`src/hw/rtl/uihp_pkg.sv`:
```
// ----------------------------------------------------------------------------
// Upgrade image header parser package
// Types and constants shared by the parser modules: channel payloads, the
// parse phase, event kinds and status codes, header offsets.
// ----------------------------------------------------------------------------
package uihp_pkg;

   typedef struct packed {
      logic [7:0] data_byte;
      logic       last;
   } req_type;

   typedef struct packed {
      logic [1:0]  kind;
      logic [2:0]  status;
      logic [7:0]  action_code;
      logic [7:0]  action_components;
      logic [31:0] payload_length;
      logic [31:0] payload_offset;
      logic [7:0]  device_number;
      logic [23:0] vendor_number;
      logic [15:0] product_number;
      logic [7:0]  capability_flags;
      logic [7:0]  component_mask;
      logic [15:0] earliest_version;
   } rsp_type;

   // settings handed from the register block to the parser
   typedef struct packed {
      logic        check_one_component;
      logic [31:0] record_limit;
   } cfg_type;

   typedef enum logic [3:0] {
      PH_HEADER,
      PH_OEM,
      PH_BOUNDARY,
      PH_COMP,
      PH_SUM,
      PH_UPFIXED,
      PH_UPLEN,
      PH_PAYLOAD,
      PH_DONE,
      PH_ERROR
   } phase_type;

   localparam logic [1:0] KIND_HEADER = 2'd0;
   localparam logic [1:0] KIND_ACTION = 2'd1;
   localparam logic [1:0] KIND_ERROR  = 2'd2;
   localparam logic [1:0] KIND_DONE   = 2'd3;

   localparam logic [2:0] ST_OK         = 3'd0;
   localparam logic [2:0] ST_SIGNATURE  = 3'd1;
   localparam logic [2:0] ST_VERSION    = 3'd2;
   localparam logic [2:0] ST_HDR_SUM    = 3'd3;
   localparam logic [2:0] ST_ACTION_SUM = 3'd4;
   localparam logic [2:0] ST_COMPONENT  = 3'd5;
   localparam logic [2:0] ST_TRUNCATED  = 3'd6;

   // register index decode (paddr[2])
   localparam logic REG_CHECK_ONE    = 1'b0;
   localparam logic REG_IMAGE_LENGTH = 1'b1;
   localparam int   PADDR_WIDTH      = 3;

   localparam logic [7:0] ACTION_UPLOAD = 8'h02;

   localparam logic [7:0] SIGNATURE [8] = '{8'h50, 8'h49, 8'h43, 8'h4D,
                                            8'h47, 8'h46, 8'h57, 8'h55};

   // header byte offsets
   localparam logic [5:0] POS_SIG_END    = 6'd8;
   localparam logic [5:0] POS_VERSION    = 6'd8;
   localparam logic [5:0] POS_DEVICE     = 6'd9;
   localparam logic [5:0] POS_MANUF_0    = 6'd10;
   localparam logic [5:0] POS_MANUF_1    = 6'd11;
   localparam logic [5:0] POS_MANUF_2    = 6'd12;
   localparam logic [5:0] POS_PRODUCT_0  = 6'd13;
   localparam logic [5:0] POS_PRODUCT_1  = 6'd14;
   localparam logic [5:0] POS_CAPS       = 6'd19;
   localparam logic [5:0] POS_COMPONENTS = 6'd20;
   localparam logic [5:0] POS_EARLY_MAJ  = 6'd24;
   localparam logic [5:0] POS_EARLY_MIN  = 6'd25;
   localparam logic [5:0] POS_OEM_LEN_0  = 6'd32;
   localparam logic [5:0] POS_OEM_LEN_1  = 6'd33;
   localparam logic [5:0] POS_HDR_SUM    = 6'd34;

   localparam logic [4:0] UPLOAD_FIXED_BYTES = 5'd27;
   localparam logic [4:0] LENGTH_LAST_INDEX  = 5'd3;

endpackage

```
`src/hw/rtl/uihp_csr.sv`:
```
// ----------------------------------------------------------------------------
// Upgrade image header parser register block
// APB-style register file: component check enable and image length. The
// record start limit (image length minus trailer) is registered at write.
// ----------------------------------------------------------------------------
module uihp_csr #(
   parameter int TRAILER_BYTES = 16
) (
   input  logic                              clock,
   input  logic                              reset,
   input  logic                              psel,
   input  logic                              penable,
   input  logic                              pwrite,
   input  logic [uihp_pkg::PADDR_WIDTH-1:0]  paddr,
   input  logic [31:0]                       pwdata,
   output logic [31:0]                       prdata,
   output logic                              pready,
   output uihp_pkg::cfg_type                 cfg
);

   localparam logic [31:0] TRAILER = 32'(TRAILER_BYTES);

   logic        check_one_ff, check_one_in;
   logic [31:0] image_length_ff, image_length_in;
   logic [31:0] limit_ff, limit_in;
   logic        wr_en;

   assign pready = 1'b1;
   assign wr_en  = psel & penable & pwrite;

   always_comb begin
      check_one_in    = check_one_ff;
      image_length_in = image_length_ff;
      limit_in        = limit_ff;
      if (wr_en) begin
         unique case (paddr[2])
            uihp_pkg::REG_CHECK_ONE: begin
               check_one_in = pwdata[0];
            end
            uihp_pkg::REG_IMAGE_LENGTH: begin
               image_length_in = pwdata;
               limit_in        = (pwdata >= TRAILER) ? pwdata - TRAILER : 32'd0;
            end
            default: ;
         endcase
      end
   end

   always_ff @(posedge clock) begin
      if (reset) begin
         check_one_ff    <= 1'b0;
         image_length_ff <= 32'd0;
         limit_ff        <= 32'd0;
      end else begin
         check_one_ff    <= check_one_in;
         image_length_ff <= image_length_in;
         limit_ff        <= limit_in;
      end
   end

   always_comb begin
      unique case (paddr[2])
         uihp_pkg::REG_CHECK_ONE:    prdata = {31'd0, check_one_ff};
         uihp_pkg::REG_IMAGE_LENGTH: prdata = image_length_ff;
         default:                    prdata = 32'd0;
      endcase
   end

   assign cfg.check_one_component = check_one_ff;
   assign cfg.record_limit        = limit_ff;

endmodule

```
`src/hw/rtl/uihp_parse_core.sv`:
```
// ----------------------------------------------------------------------------
// Upgrade image header parser core
// Per-byte parse state machine: header checks and capture, OEM skip, action
// record parsing, payload skip, end-of-image handling.
// ----------------------------------------------------------------------------
module uihp_parse_core #(
   parameter int MAX_ACTIONS = 8
) (
   input  logic              clock,
   input  logic              reset,
   input  logic              step,
   input  uihp_pkg::req_type item,
   input  uihp_pkg::cfg_type cfg,
   output logic              res_valid,
   output uihp_pkg::rsp_type res
);

   localparam int          CW      = $clog2(MAX_ACTIONS + 1);
   localparam logic [CW-1:0] CNT_MAX = CW'(MAX_ACTIONS);

   uihp_pkg::phase_type phase_ff, phase_in;
   logic [31:0]   pos_ff, pos_in;
   logic [7:0]    sum_ff, sum_in;
   logic [4:0]    fidx_ff, fidx_in;
   logic [15:0]   oem_ff, oem_in;
   logic [CW-1:0] count_ff, count_in;
   logic [31:0]   len_ff, len_in;
   logic [31:0]   skip_ff, skip_in;
   logic [7:0]    code_ff, code_in;
   logic [7:0]    comp_ff, comp_in;
   logic [7:0]    dev_ff, dev_in;
   logic [23:0]   manuf_ff, manuf_in;
   logic [15:0]   prod_ff, prod_in;
   logic [7:0]    caps_ff, caps_in;
   logic [7:0]    mask_ff, mask_in;
   logic [15:0]   early_ff, early_in;

   always_comb begin
      logic [7:0]  b;
      logic [5:0]  p6;
      logic [31:0] pos_inc;
      logic [31:0] skip_dec;
      logic [31:0] len_full;
      logic [7:0]  csum;
      logic        finished;
      logic        one_hot;

      b        = item.data_byte;
      p6       = pos_ff[5:0];
      pos_inc  = pos_ff + 32'd1;
      skip_dec = skip_ff - {31'd0, (skip_ff != 32'd0)};
      len_full = {b, len_ff[23:0]};
      csum     = 8'd0 - code_ff - comp_ff;
      finished = (phase_ff == uihp_pkg::PH_DONE) || (phase_ff == uihp_pkg::PH_ERROR);
      one_hot  = (comp_ff != 8'd0) && ((comp_ff & (comp_ff - 8'd1)) == 8'd0);

      phase_in = phase_ff;
      pos_in   = pos_ff;
      sum_in   = sum_ff;
      fidx_in  = fidx_ff;
      oem_in   = oem_ff;
      count_in = count_ff;
      len_in   = len_ff;
      skip_in  = skip_ff;
      code_in  = code_ff;
      comp_in  = comp_ff;
      dev_in   = dev_ff;
      manuf_in = manuf_ff;
      prod_in  = prod_ff;
      caps_in  = caps_ff;
      mask_in  = mask_ff;
      early_in = early_ff;
      res_valid = 1'b0;
      res       = '0;

      if (!finished) begin
         pos_in = pos_inc;
         unique case (phase_ff)
            uihp_pkg::PH_HEADER: begin
               if (p6 < uihp_pkg::POS_SIG_END && b != uihp_pkg::SIGNATURE[p6[2:0]]) begin
                  phase_in   = uihp_pkg::PH_ERROR;
                  res_valid  = 1'b1;
                  res.kind   = uihp_pkg::KIND_ERROR;
                  res.status = uihp_pkg::ST_SIGNATURE;
               end else if (p6 == uihp_pkg::POS_VERSION && b != 8'd0) begin
                  phase_in   = uihp_pkg::PH_ERROR;
                  res_valid  = 1'b1;
                  res.kind   = uihp_pkg::KIND_ERROR;
                  res.status = uihp_pkg::ST_VERSION;
               end else begin
                  if (p6 < uihp_pkg::POS_HDR_SUM) sum_in = sum_ff - b;
                  case (p6)
                     uihp_pkg::POS_DEVICE:     dev_in          = b;
                     uihp_pkg::POS_MANUF_0:    manuf_in[7:0]   = b;
                     uihp_pkg::POS_MANUF_1:    manuf_in[15:8]  = b;
                     uihp_pkg::POS_MANUF_2:    manuf_in[23:16] = b;
                     uihp_pkg::POS_PRODUCT_0:  prod_in[7:0]    = b;
                     uihp_pkg::POS_PRODUCT_1:  prod_in[15:8]   = b;
                     uihp_pkg::POS_CAPS:       caps_in         = b;
                     uihp_pkg::POS_COMPONENTS: mask_in         = b;
                     uihp_pkg::POS_EARLY_MAJ:  early_in[15:8]  = b;
                     uihp_pkg::POS_EARLY_MIN:  early_in[7:0]   = b;
                     uihp_pkg::POS_OEM_LEN_0:  oem_in[7:0]     = b;
                     uihp_pkg::POS_OEM_LEN_1:  oem_in[15:8]    = b;
                     uihp_pkg::POS_HDR_SUM: begin
                        res_valid = 1'b1;
                        if (b != sum_ff) begin
                           phase_in   = uihp_pkg::PH_ERROR;
                           res.kind   = uihp_pkg::KIND_ERROR;
                           res.status = uihp_pkg::ST_HDR_SUM;
                        end else begin
                           res.kind             = uihp_pkg::KIND_HEADER;
                           res.device_number    = dev_ff;
                           res.vendor_number    = manuf_ff;
                           res.product_number   = prod_ff;
                           res.capability_flags = caps_ff;
                           res.component_mask   = mask_ff;
                           res.earliest_version = early_ff;
                           skip_in  = {16'd0, oem_ff};
                           phase_in = (oem_ff != 16'd0) ? uihp_pkg::PH_OEM
                                                        : uihp_pkg::PH_BOUNDARY;
                        end
                     end
                     default: ;
                  endcase
               end
            end
            uihp_pkg::PH_OEM, uihp_pkg::PH_PAYLOAD: begin
               skip_in = skip_dec;
               if (skip_dec == 32'd0) phase_in = uihp_pkg::PH_BOUNDARY;
            end
            uihp_pkg::PH_BOUNDARY: begin
               if (count_ff == CNT_MAX || pos_ff >= cfg.record_limit) begin
                  phase_in  = uihp_pkg::PH_DONE;
                  res_valid = 1'b1;
                  res.kind  = uihp_pkg::KIND_DONE;
               end else begin
                  code_in  = b;
                  phase_in = uihp_pkg::PH_COMP;
               end
            end
            uihp_pkg::PH_COMP: begin
               comp_in  = b;
               phase_in = uihp_pkg::PH_SUM;
            end
            uihp_pkg::PH_SUM: begin
               if (b != csum) begin
                  phase_in   = uihp_pkg::PH_ERROR;
                  res_valid  = 1'b1;
                  res.kind   = uihp_pkg::KIND_ERROR;
                  res.status = uihp_pkg::ST_ACTION_SUM;
               end else if (code_ff == uihp_pkg::ACTION_UPLOAD &&
                            cfg.check_one_component && !one_hot) begin
                  phase_in   = uihp_pkg::PH_ERROR;
                  res_valid  = 1'b1;
                  res.kind   = uihp_pkg::KIND_ERROR;
                  res.status = uihp_pkg::ST_COMPONENT;
               end else begin
                  if (count_ff != CNT_MAX) count_in = count_ff + CW'(1);
                  if (code_ff == uihp_pkg::ACTION_UPLOAD) begin
                     fidx_in  = 5'd0;
                     phase_in = uihp_pkg::PH_UPFIXED;
                  end else begin
                     res_valid             = 1'b1;
                     res.kind              = uihp_pkg::KIND_ACTION;
                     res.action_code       = code_ff;
                     res.action_components = comp_ff;
                     phase_in              = uihp_pkg::PH_BOUNDARY;
                  end
               end
            end
            uihp_pkg::PH_UPFIXED: begin
               fidx_in = fidx_ff + 5'd1;
               if (fidx_ff + 5'd1 >= uihp_pkg::UPLOAD_FIXED_BYTES) begin
                  fidx_in  = 5'd0;
                  phase_in = uihp_pkg::PH_UPLEN;
               end
            end
            uihp_pkg::PH_UPLEN: begin
               // length arrives little-endian, one lane per byte
               len_in[fidx_ff[1:0]*8 +: 8] = b;
               fidx_in = fidx_ff + 5'd1;
               if (fidx_ff == uihp_pkg::LENGTH_LAST_INDEX) begin
                  res_valid             = 1'b1;
                  res.kind              = uihp_pkg::KIND_ACTION;
                  res.action_code       = code_ff;
                  res.action_components = comp_ff;
                  res.payload_length    = len_full;
                  res.payload_offset    = pos_inc;
                  skip_in  = len_full;
                  phase_in = (len_full != 32'd0) ? uihp_pkg::PH_PAYLOAD
                                                 : uihp_pkg::PH_BOUNDARY;
               end
            end
            default: ;
         endcase
      end

      if (item.last) begin
         // image end mid-parse: done at a boundary at cap or limit, else truncated
         if (!finished && phase_in != uihp_pkg::PH_DONE && phase_in != uihp_pkg::PH_ERROR) begin
            res_valid = 1'b1;
            res       = '0;
            if (phase_in == uihp_pkg::PH_BOUNDARY &&
                (count_in == CNT_MAX || pos_inc >= cfg.record_limit)) begin
               res.kind = uihp_pkg::KIND_DONE;
            end else begin
               res.kind   = uihp_pkg::KIND_ERROR;
               res.status = uihp_pkg::ST_TRUNCATED;
            end
         end
         phase_in = uihp_pkg::PH_HEADER;
         pos_in   = 32'd0;
         sum_in   = 8'd0;
         fidx_in  = 5'd0;
         count_in = '0;
      end
   end

   always_ff @(posedge clock) begin
      if (reset) begin
         phase_ff <= uihp_pkg::PH_HEADER;
         pos_ff   <= 32'd0;
         sum_ff   <= 8'd0;
         fidx_ff  <= 5'd0;
         count_ff <= '0;
      end else if (step) begin
         phase_ff <= phase_in;
         pos_ff   <= pos_in;
         sum_ff   <= sum_in;
         fidx_ff  <= fidx_in;
         count_ff <= count_in;
      end
   end

   always_ff @(posedge clock) begin
      if (step) begin
         oem_ff   <= oem_in;
         len_ff   <= len_in;
         skip_ff  <= skip_in;
         code_ff  <= code_in;
         comp_ff  <= comp_in;
         dev_ff   <= dev_in;
         manuf_ff <= manuf_in;
         prod_ff  <= prod_in;
         caps_ff  <= caps_in;
         mask_ff  <= mask_in;
         early_ff <= early_in;
      end
   end

endmodule

```
`src/hw/rtl/upgrade_image_header_parser_unit.sv`:
```
// ----------------------------------------------------------------------------
// Upgrade image header parser unit
// Streams a firmware upgrade image one byte per transaction and reports
// header, action record, error and done events.
// ----------------------------------------------------------------------------
// One byte per clock unless rsp_ready stalls: each accepted byte is held in
// the input register, passes the single parse stage and lands in the result
// register, from which its event is presented. The only stall comes from
// rsp_ready: the parse stage advances whenever the result register is empty
// or is being drained. Bytes after an error or done event are absorbed with
// no result until the last-marked byte rearms the parser. The user must write
// registers only while no bytes are in flight; the block does not enforce it.
module upgrade_image_header_parser_unit #(
   parameter int MAX_ACTIONS   = 8,
   parameter int TRAILER_BYTES = 16
) (
   input  logic                             clock,
   input  logic                             reset,
   input  logic                             req_valid,
   output logic                             req_ready,
   input  uihp_pkg::req_type                req_payload,
   output logic                             rsp_valid,
   input  logic                             rsp_ready,
   output uihp_pkg::rsp_type                rsp_payload,
   input  logic                             psel,
   input  logic                             penable,
   input  logic                             pwrite,
   input  logic [uihp_pkg::PADDR_WIDTH-1:0] paddr,
   input  logic [31:0]                      pwdata,
   output logic [31:0]                      prdata,
   output logic                             pready
);

   uihp_pkg::cfg_type cfg;
   uihp_pkg::req_type in_item_ff;
   uihp_pkg::rsp_type out_item_ff;
   uihp_pkg::rsp_type res;
   logic              in_valid_ff;
   logic              out_valid_ff;
   logic              res_valid;
   logic              step;

   uihp_csr #(
      .TRAILER_BYTES (TRAILER_BYTES)
   ) u_csr (
      .clock   (clock),
      .reset   (reset),
      .psel    (psel),
      .penable (penable),
      .pwrite  (pwrite),
      .paddr   (paddr),
      .pwdata  (pwdata),
      .prdata  (prdata),
      .pready  (pready),
      .cfg     (cfg)
   );

   uihp_parse_core #(
      .MAX_ACTIONS (MAX_ACTIONS)
   ) u_core (
      .clock     (clock),
      .reset     (reset),
      .step      (step),
      .item      (in_item_ff),
      .cfg       (cfg),
      .res_valid (res_valid),
      .res       (res)
   );

   assign step      = in_valid_ff & (~out_valid_ff | rsp_ready);
   assign req_ready = ~in_valid_ff | step;

   always_ff @(posedge clock) begin
      if (reset) begin
         in_valid_ff <= 1'b0;
      end else if (req_ready) begin
         in_valid_ff <= req_valid;
      end
   end

   always_ff @(posedge clock) begin
      if (req_valid && req_ready) begin
         in_item_ff <= req_payload;
      end
   end

   always_ff @(posedge clock) begin
      if (reset) begin
         out_valid_ff <= 1'b0;
      end else if (step) begin
         out_valid_ff <= res_valid;
      end else if (rsp_ready) begin
         out_valid_ff <= 1'b0;
      end
   end

   always_ff @(posedge clock) begin
      if (step && res_valid) begin
         out_item_ff <= res;
      end
   end

   assign rsp_valid   = out_valid_ff;
   assign rsp_payload = out_item_ff;

   // a new event is only loaded by a parse step
   a_event_from_step: assert property (@(posedge clock) disable iff (reset)
      $rose(rsp_valid) |-> $past(step))
      else $error("result appeared without a parse step");

   a_error_has_status: assert property (@(posedge clock) disable iff (reset)
      (rsp_valid && rsp_payload.kind == uihp_pkg::KIND_ERROR)
         |-> (rsp_payload.status != uihp_pkg::ST_OK))
      else $error("error event with ok status");

   a_ok_status: assert property (@(posedge clock) disable iff (reset)
      (rsp_valid && rsp_payload.kind != uihp_pkg::KIND_ERROR)
         |-> (rsp_payload.status == uihp_pkg::ST_OK))
      else $error("non-error event with error status");

   a_stall_only_when_full: assert property (@(posedge clock) disable iff (reset)
      !req_ready |-> (in_valid_ff && out_valid_ff && !rsp_ready))
      else $error("input stalled while pipeline can advance");

endmodule
```
`config.mk`:
```
export PLATFORM = sky130hd
export DESIGN_NAME = upgrade_image_header_parser_unit
export DESIGN_NICKNAME = d
export VERILOG_FILES = /design/src/hw/rtl/uihp_pkg.sv /design/src/hw/rtl/uihp_csr.sv /design/src/hw/rtl/uihp_parse_core.sv /design/src/hw/rtl/upgrade_image_header_parser_unit.sv
export SDC_FILE = /design/constraint.sdc
export NUM_CORES = 1
export LEC_CHECK = 0
export ABC_AREA = 1
export BUFFER_PORTS_ARGS = -buffer_cell sky130_fd_sc_hd__buf_2
export CAP_MARGIN = 25
export CORE_MARGIN = 3
export CORE_UTILIZATION = 35
export CTS_CLUSTER_SIZE = 40
export DETAILED_ROUTE_END_ITERATION = 6
export GPL_ROUTABILITY_DRIVEN = 0
export PLACE_DENSITY_LB_ADDON = 0.08
export SLEW_MARGIN = 20
export SYNTH_ARGS = -nofsm -noshare
export SYNTH_HDL_FRONTEND = slang
export SYNTH_SLANG_ARGS = --single-unit
```
`constraint.sdc`:
```
create_clock -name clock -period 21 [get_ports clock]
set_input_delay 1.05 -clock clock [delete_from_list [all_inputs] [get_ports clock]]
set_output_delay 1.05 -clock clock [all_outputs]
set_load 0.02 [all_outputs]
```
==> impl_metrics.ini <==
[status]
status = complete, no violations

[drt]
wl_per_cell_microns = 17.94
vias_per_cell = 4.840
met1Wirelength_mm = 29.91
routed.top_layer = met4
first_iter_violations = 1194
ant_nets = 0
wl_met3_mm = 2.749
num_vias = 18621
routed_wl_mm = 69.00
post-route-drc-count = 0
wl_met2_mm = 35.19
drt_pass1_iterations = 5

[floorplan]
ios = 251
die_y_microns = 266.9
die_area_sq_mm = 0.07125
die_w_microns = 266.9
row_count = 95
coreArea_sq_mm = 0.06728
initial_utilization_pct = 35.42

[sta]
post-route-min-period_ps = 5303
fin_tns_setup_ps = 0
grt_setup_unrepaired = false
finalHoldViolations = 0
max_freq_mhz = 188.6
setup_viol = 0
finalCritPeriodShare_pct = 25.25
finalClockSkew_ps = 32.90
worst_pin_slew_ps = 957.1
maxSlewViolCount = 0
relSlewSlack_pct = 35.96

[pwr]
irDropWorstVdd_mv = 0.05158
power_density_mw_per_mm2 = 73.68
leakagePower_nw = 11.05

[worst_setup_path]
crit_path_start_kind = flop
setup.worst_path.class = flop to flop
path_cells = nor2_2, nand2_1, nor2_1, nand4_1, ha_1, ha_1, nand2_2, nor2_8, nand2_1, nor2_1, nor2_1, nor2b_1, nand2_1, nor2_1, nand3_1, nand2_1, nand2_1, nand2_1, nand2_1, nand3_4, nand2_8, nand2_8, buf_4, nor2_1
cpLargestDelayFamily = simple AND/OR/NAND/NOR gates
arrival_ps = 5640
crit_buf_inv = 1
cp_max_fo = 43
endpoint_kind = flop
crit_required_ps = 21340
cpMostUsedCell = nand2_1
slowest_stage = buf_4
slowest_delay_ps = 630

[placement]
hpwl_mm = 50.09
post-place-cells = 3755
portBuffers = 247

[clock_network]
htree_levels = 2
cts_setup_buffers = 0
cts_buffer_depth = 3
post_cts_resized = 0
clkLatencyLatePin_ps = 620
postCtsHoldBufs = 0
clk_pin_slew_ps = 60
cts_buffers = 53
clock_sinks = 462
tritoncts = built
cts-root-buf = clkbuf_16

[global_route]
grt_overflow = 0
grt.total_usage_pct = 19.12
grt_pass1_vias = 18205
grt_pass1_wl_mm = 105.5
antenna_found_initial = 1
grt_max_degree = 96

[synthesis]
ys_seq_area_share_pct = 53.18
synth_top_area_cell = edfxtp_1
netlist_area_sq_mm = 0.02383
yosysTopAreaCellShare_pct = 43.10
synthCells = 2677
synth-async-reset-ratio_pct = 0
syn_nets = 2833
yosysMostFrequentCell = nand2_1
synth_edf_count = 342
yosys-top-cells-area = edfxtp_1 43%, nand2_1 10%, dfxtp_1 10%, nor2_1 6.7%, ha_1 5.4%
synth-seq-cells = 462
synth_commonest_cells = 642 x nand2_1, 423 x nor2_1, 342 x edfxtp_1, 322 x inv_1, 142 x a21oi_1
synth_ff_type = edfxtp_1
yosysWarnings = 0
yosys.cell_types.count = 58
avgSynthCellArea_sq_um = 8.901

[cells_and_area]
area_delta_synth_final_pct = 16.01
nNetsFinal = 3094
final_cells = 3847
fillers = 6840
drive_gt1_share_pct = 15.51

[run]
cap_violations = 0

[worst_hold_path]
min_path_type = flop to flop
-- cell type report --
cell class,count,area [sq um],area share (%)
sequential,462,12670,45.84
multi-input combinational,1811,9543,34.52
tap,873,1092,3.951
inverter,331,1247,4.513
clock inverter,24,200.2,0.7242
clock buffer,66,1385,5.010
timing repair buffer,279,1501,5.431
antenna,1,2.502,0.009052
-- metrics by stage --
stage	total power, mW	setup WS, ps	util, %	hold WS, ps	cell area (sq um)
3_3_place_gp	1.198	15780	38.65	449.6	26000
2_1_floorplan	1.136	13650	-	440.6	23830
4_1_cts	2.068	15700	41.04	464.1	27610
3_5_place_dp	1.199	15750	38.68	454.7	26020
5_1_grt	2.116	15310	41.09	482.2	27640
6_report	2.037	15700	41.09	459.4	27640
-- power by group --
group	leakage [nW]	total, mW	switching (mW)	internal [mW]
clock network	0.761	0.860	0.380	0.480
logic	6.17	0.162	0.121	0.0408
registers	4.12	1.02	0.0101	1.01
total	11.1	2.04	0.511	1.53
-- flip-flops by register name (all words and copies together) (netlist names), 24 cells and up --
signal,flops
u_core.len_ff,24
u_core.skip_ff,32
rsp_payload,165
u_csr.limit_ff,32
u_core.pos_ff,32
u_csr.image_length_ff,32
u_core.manuf_ff,24
-- path summary, 6_finish.rpt --
| kind | slack (ps) | from | to | cells after the start |
|---|---|---|---|---|
| setup / recovery | 15700 | u_core.skip_ff[8] | rsp_payload[81] | 24 |
| hold / removal | 460 | u_csr.limit_ff[4] | u_csr.limit_ff[4] | 2 |
| hold reg to reg | 460 | u_csr.limit_ff[4] | u_csr.limit_ff[4] | 2 |
| setup reg to reg | 15700 | u_core.skip_ff[8] | rsp_payload[81] | 24 |
-- worst min-delay path: stages (launching register included) --
cell and delay (ps):
dfxtp_1 310, nand2_1 60, a21oi_1 50
-- placed cells by master, fill, tap and decap left out, types with 3 or more instances in the layout --
cell and instances:
nand2_1 642, nor2_1 421, edfxtp_1 342, inv_1 321
buf_2 248, a21oi_1 142, dfxtp_1 120, ha_1 103
nand3_1 90, o21ai_0 71, nor2_4 62, clkbuf_16 53
nand4_1 51, nor3_1 46, xor2_1 45, buf_4 29
xnor2_1 15, clkbuf_1 12, o21ai_1 10, or2_2 10
clkinv_1 10, o221ai_1 10, o22ai_1 10, nor2_2 8
nor4_1 8, inv_2 7, nand2_2 7, clkinv_2 7
nand3b_1 6, nor3_2 5, a22oi_1 5, o211ai_1 4
clkinvlp_4 4, nand3_2 3, a31oi_1 3, a2bb2oi_1 3
-- metal layers --
metal / vias to the layer above / track usage (%)
met4: 0 / 4.135
met3: 68 / 2.618
met2: 391 / 34.48
met1: 8850 / 24.41
li1: 9312 / -
met5: - / 0
-- kinds of logic after synthesis --
| kind of cell | share of synthesized area, % |
|---|---|
| and+or+nand+nor | 25.77 |
| other | 0.01574 |
| xor gates and xnor gates | 2.205 |
| AOI/OAI and AO/OA | 6.317 |
| adders and majority gates | 5.576 |
| DFF | 53.18 |
| buffers and inverters | 6.936 |
No activity file was read; power rests on OpenSTA's default activity.
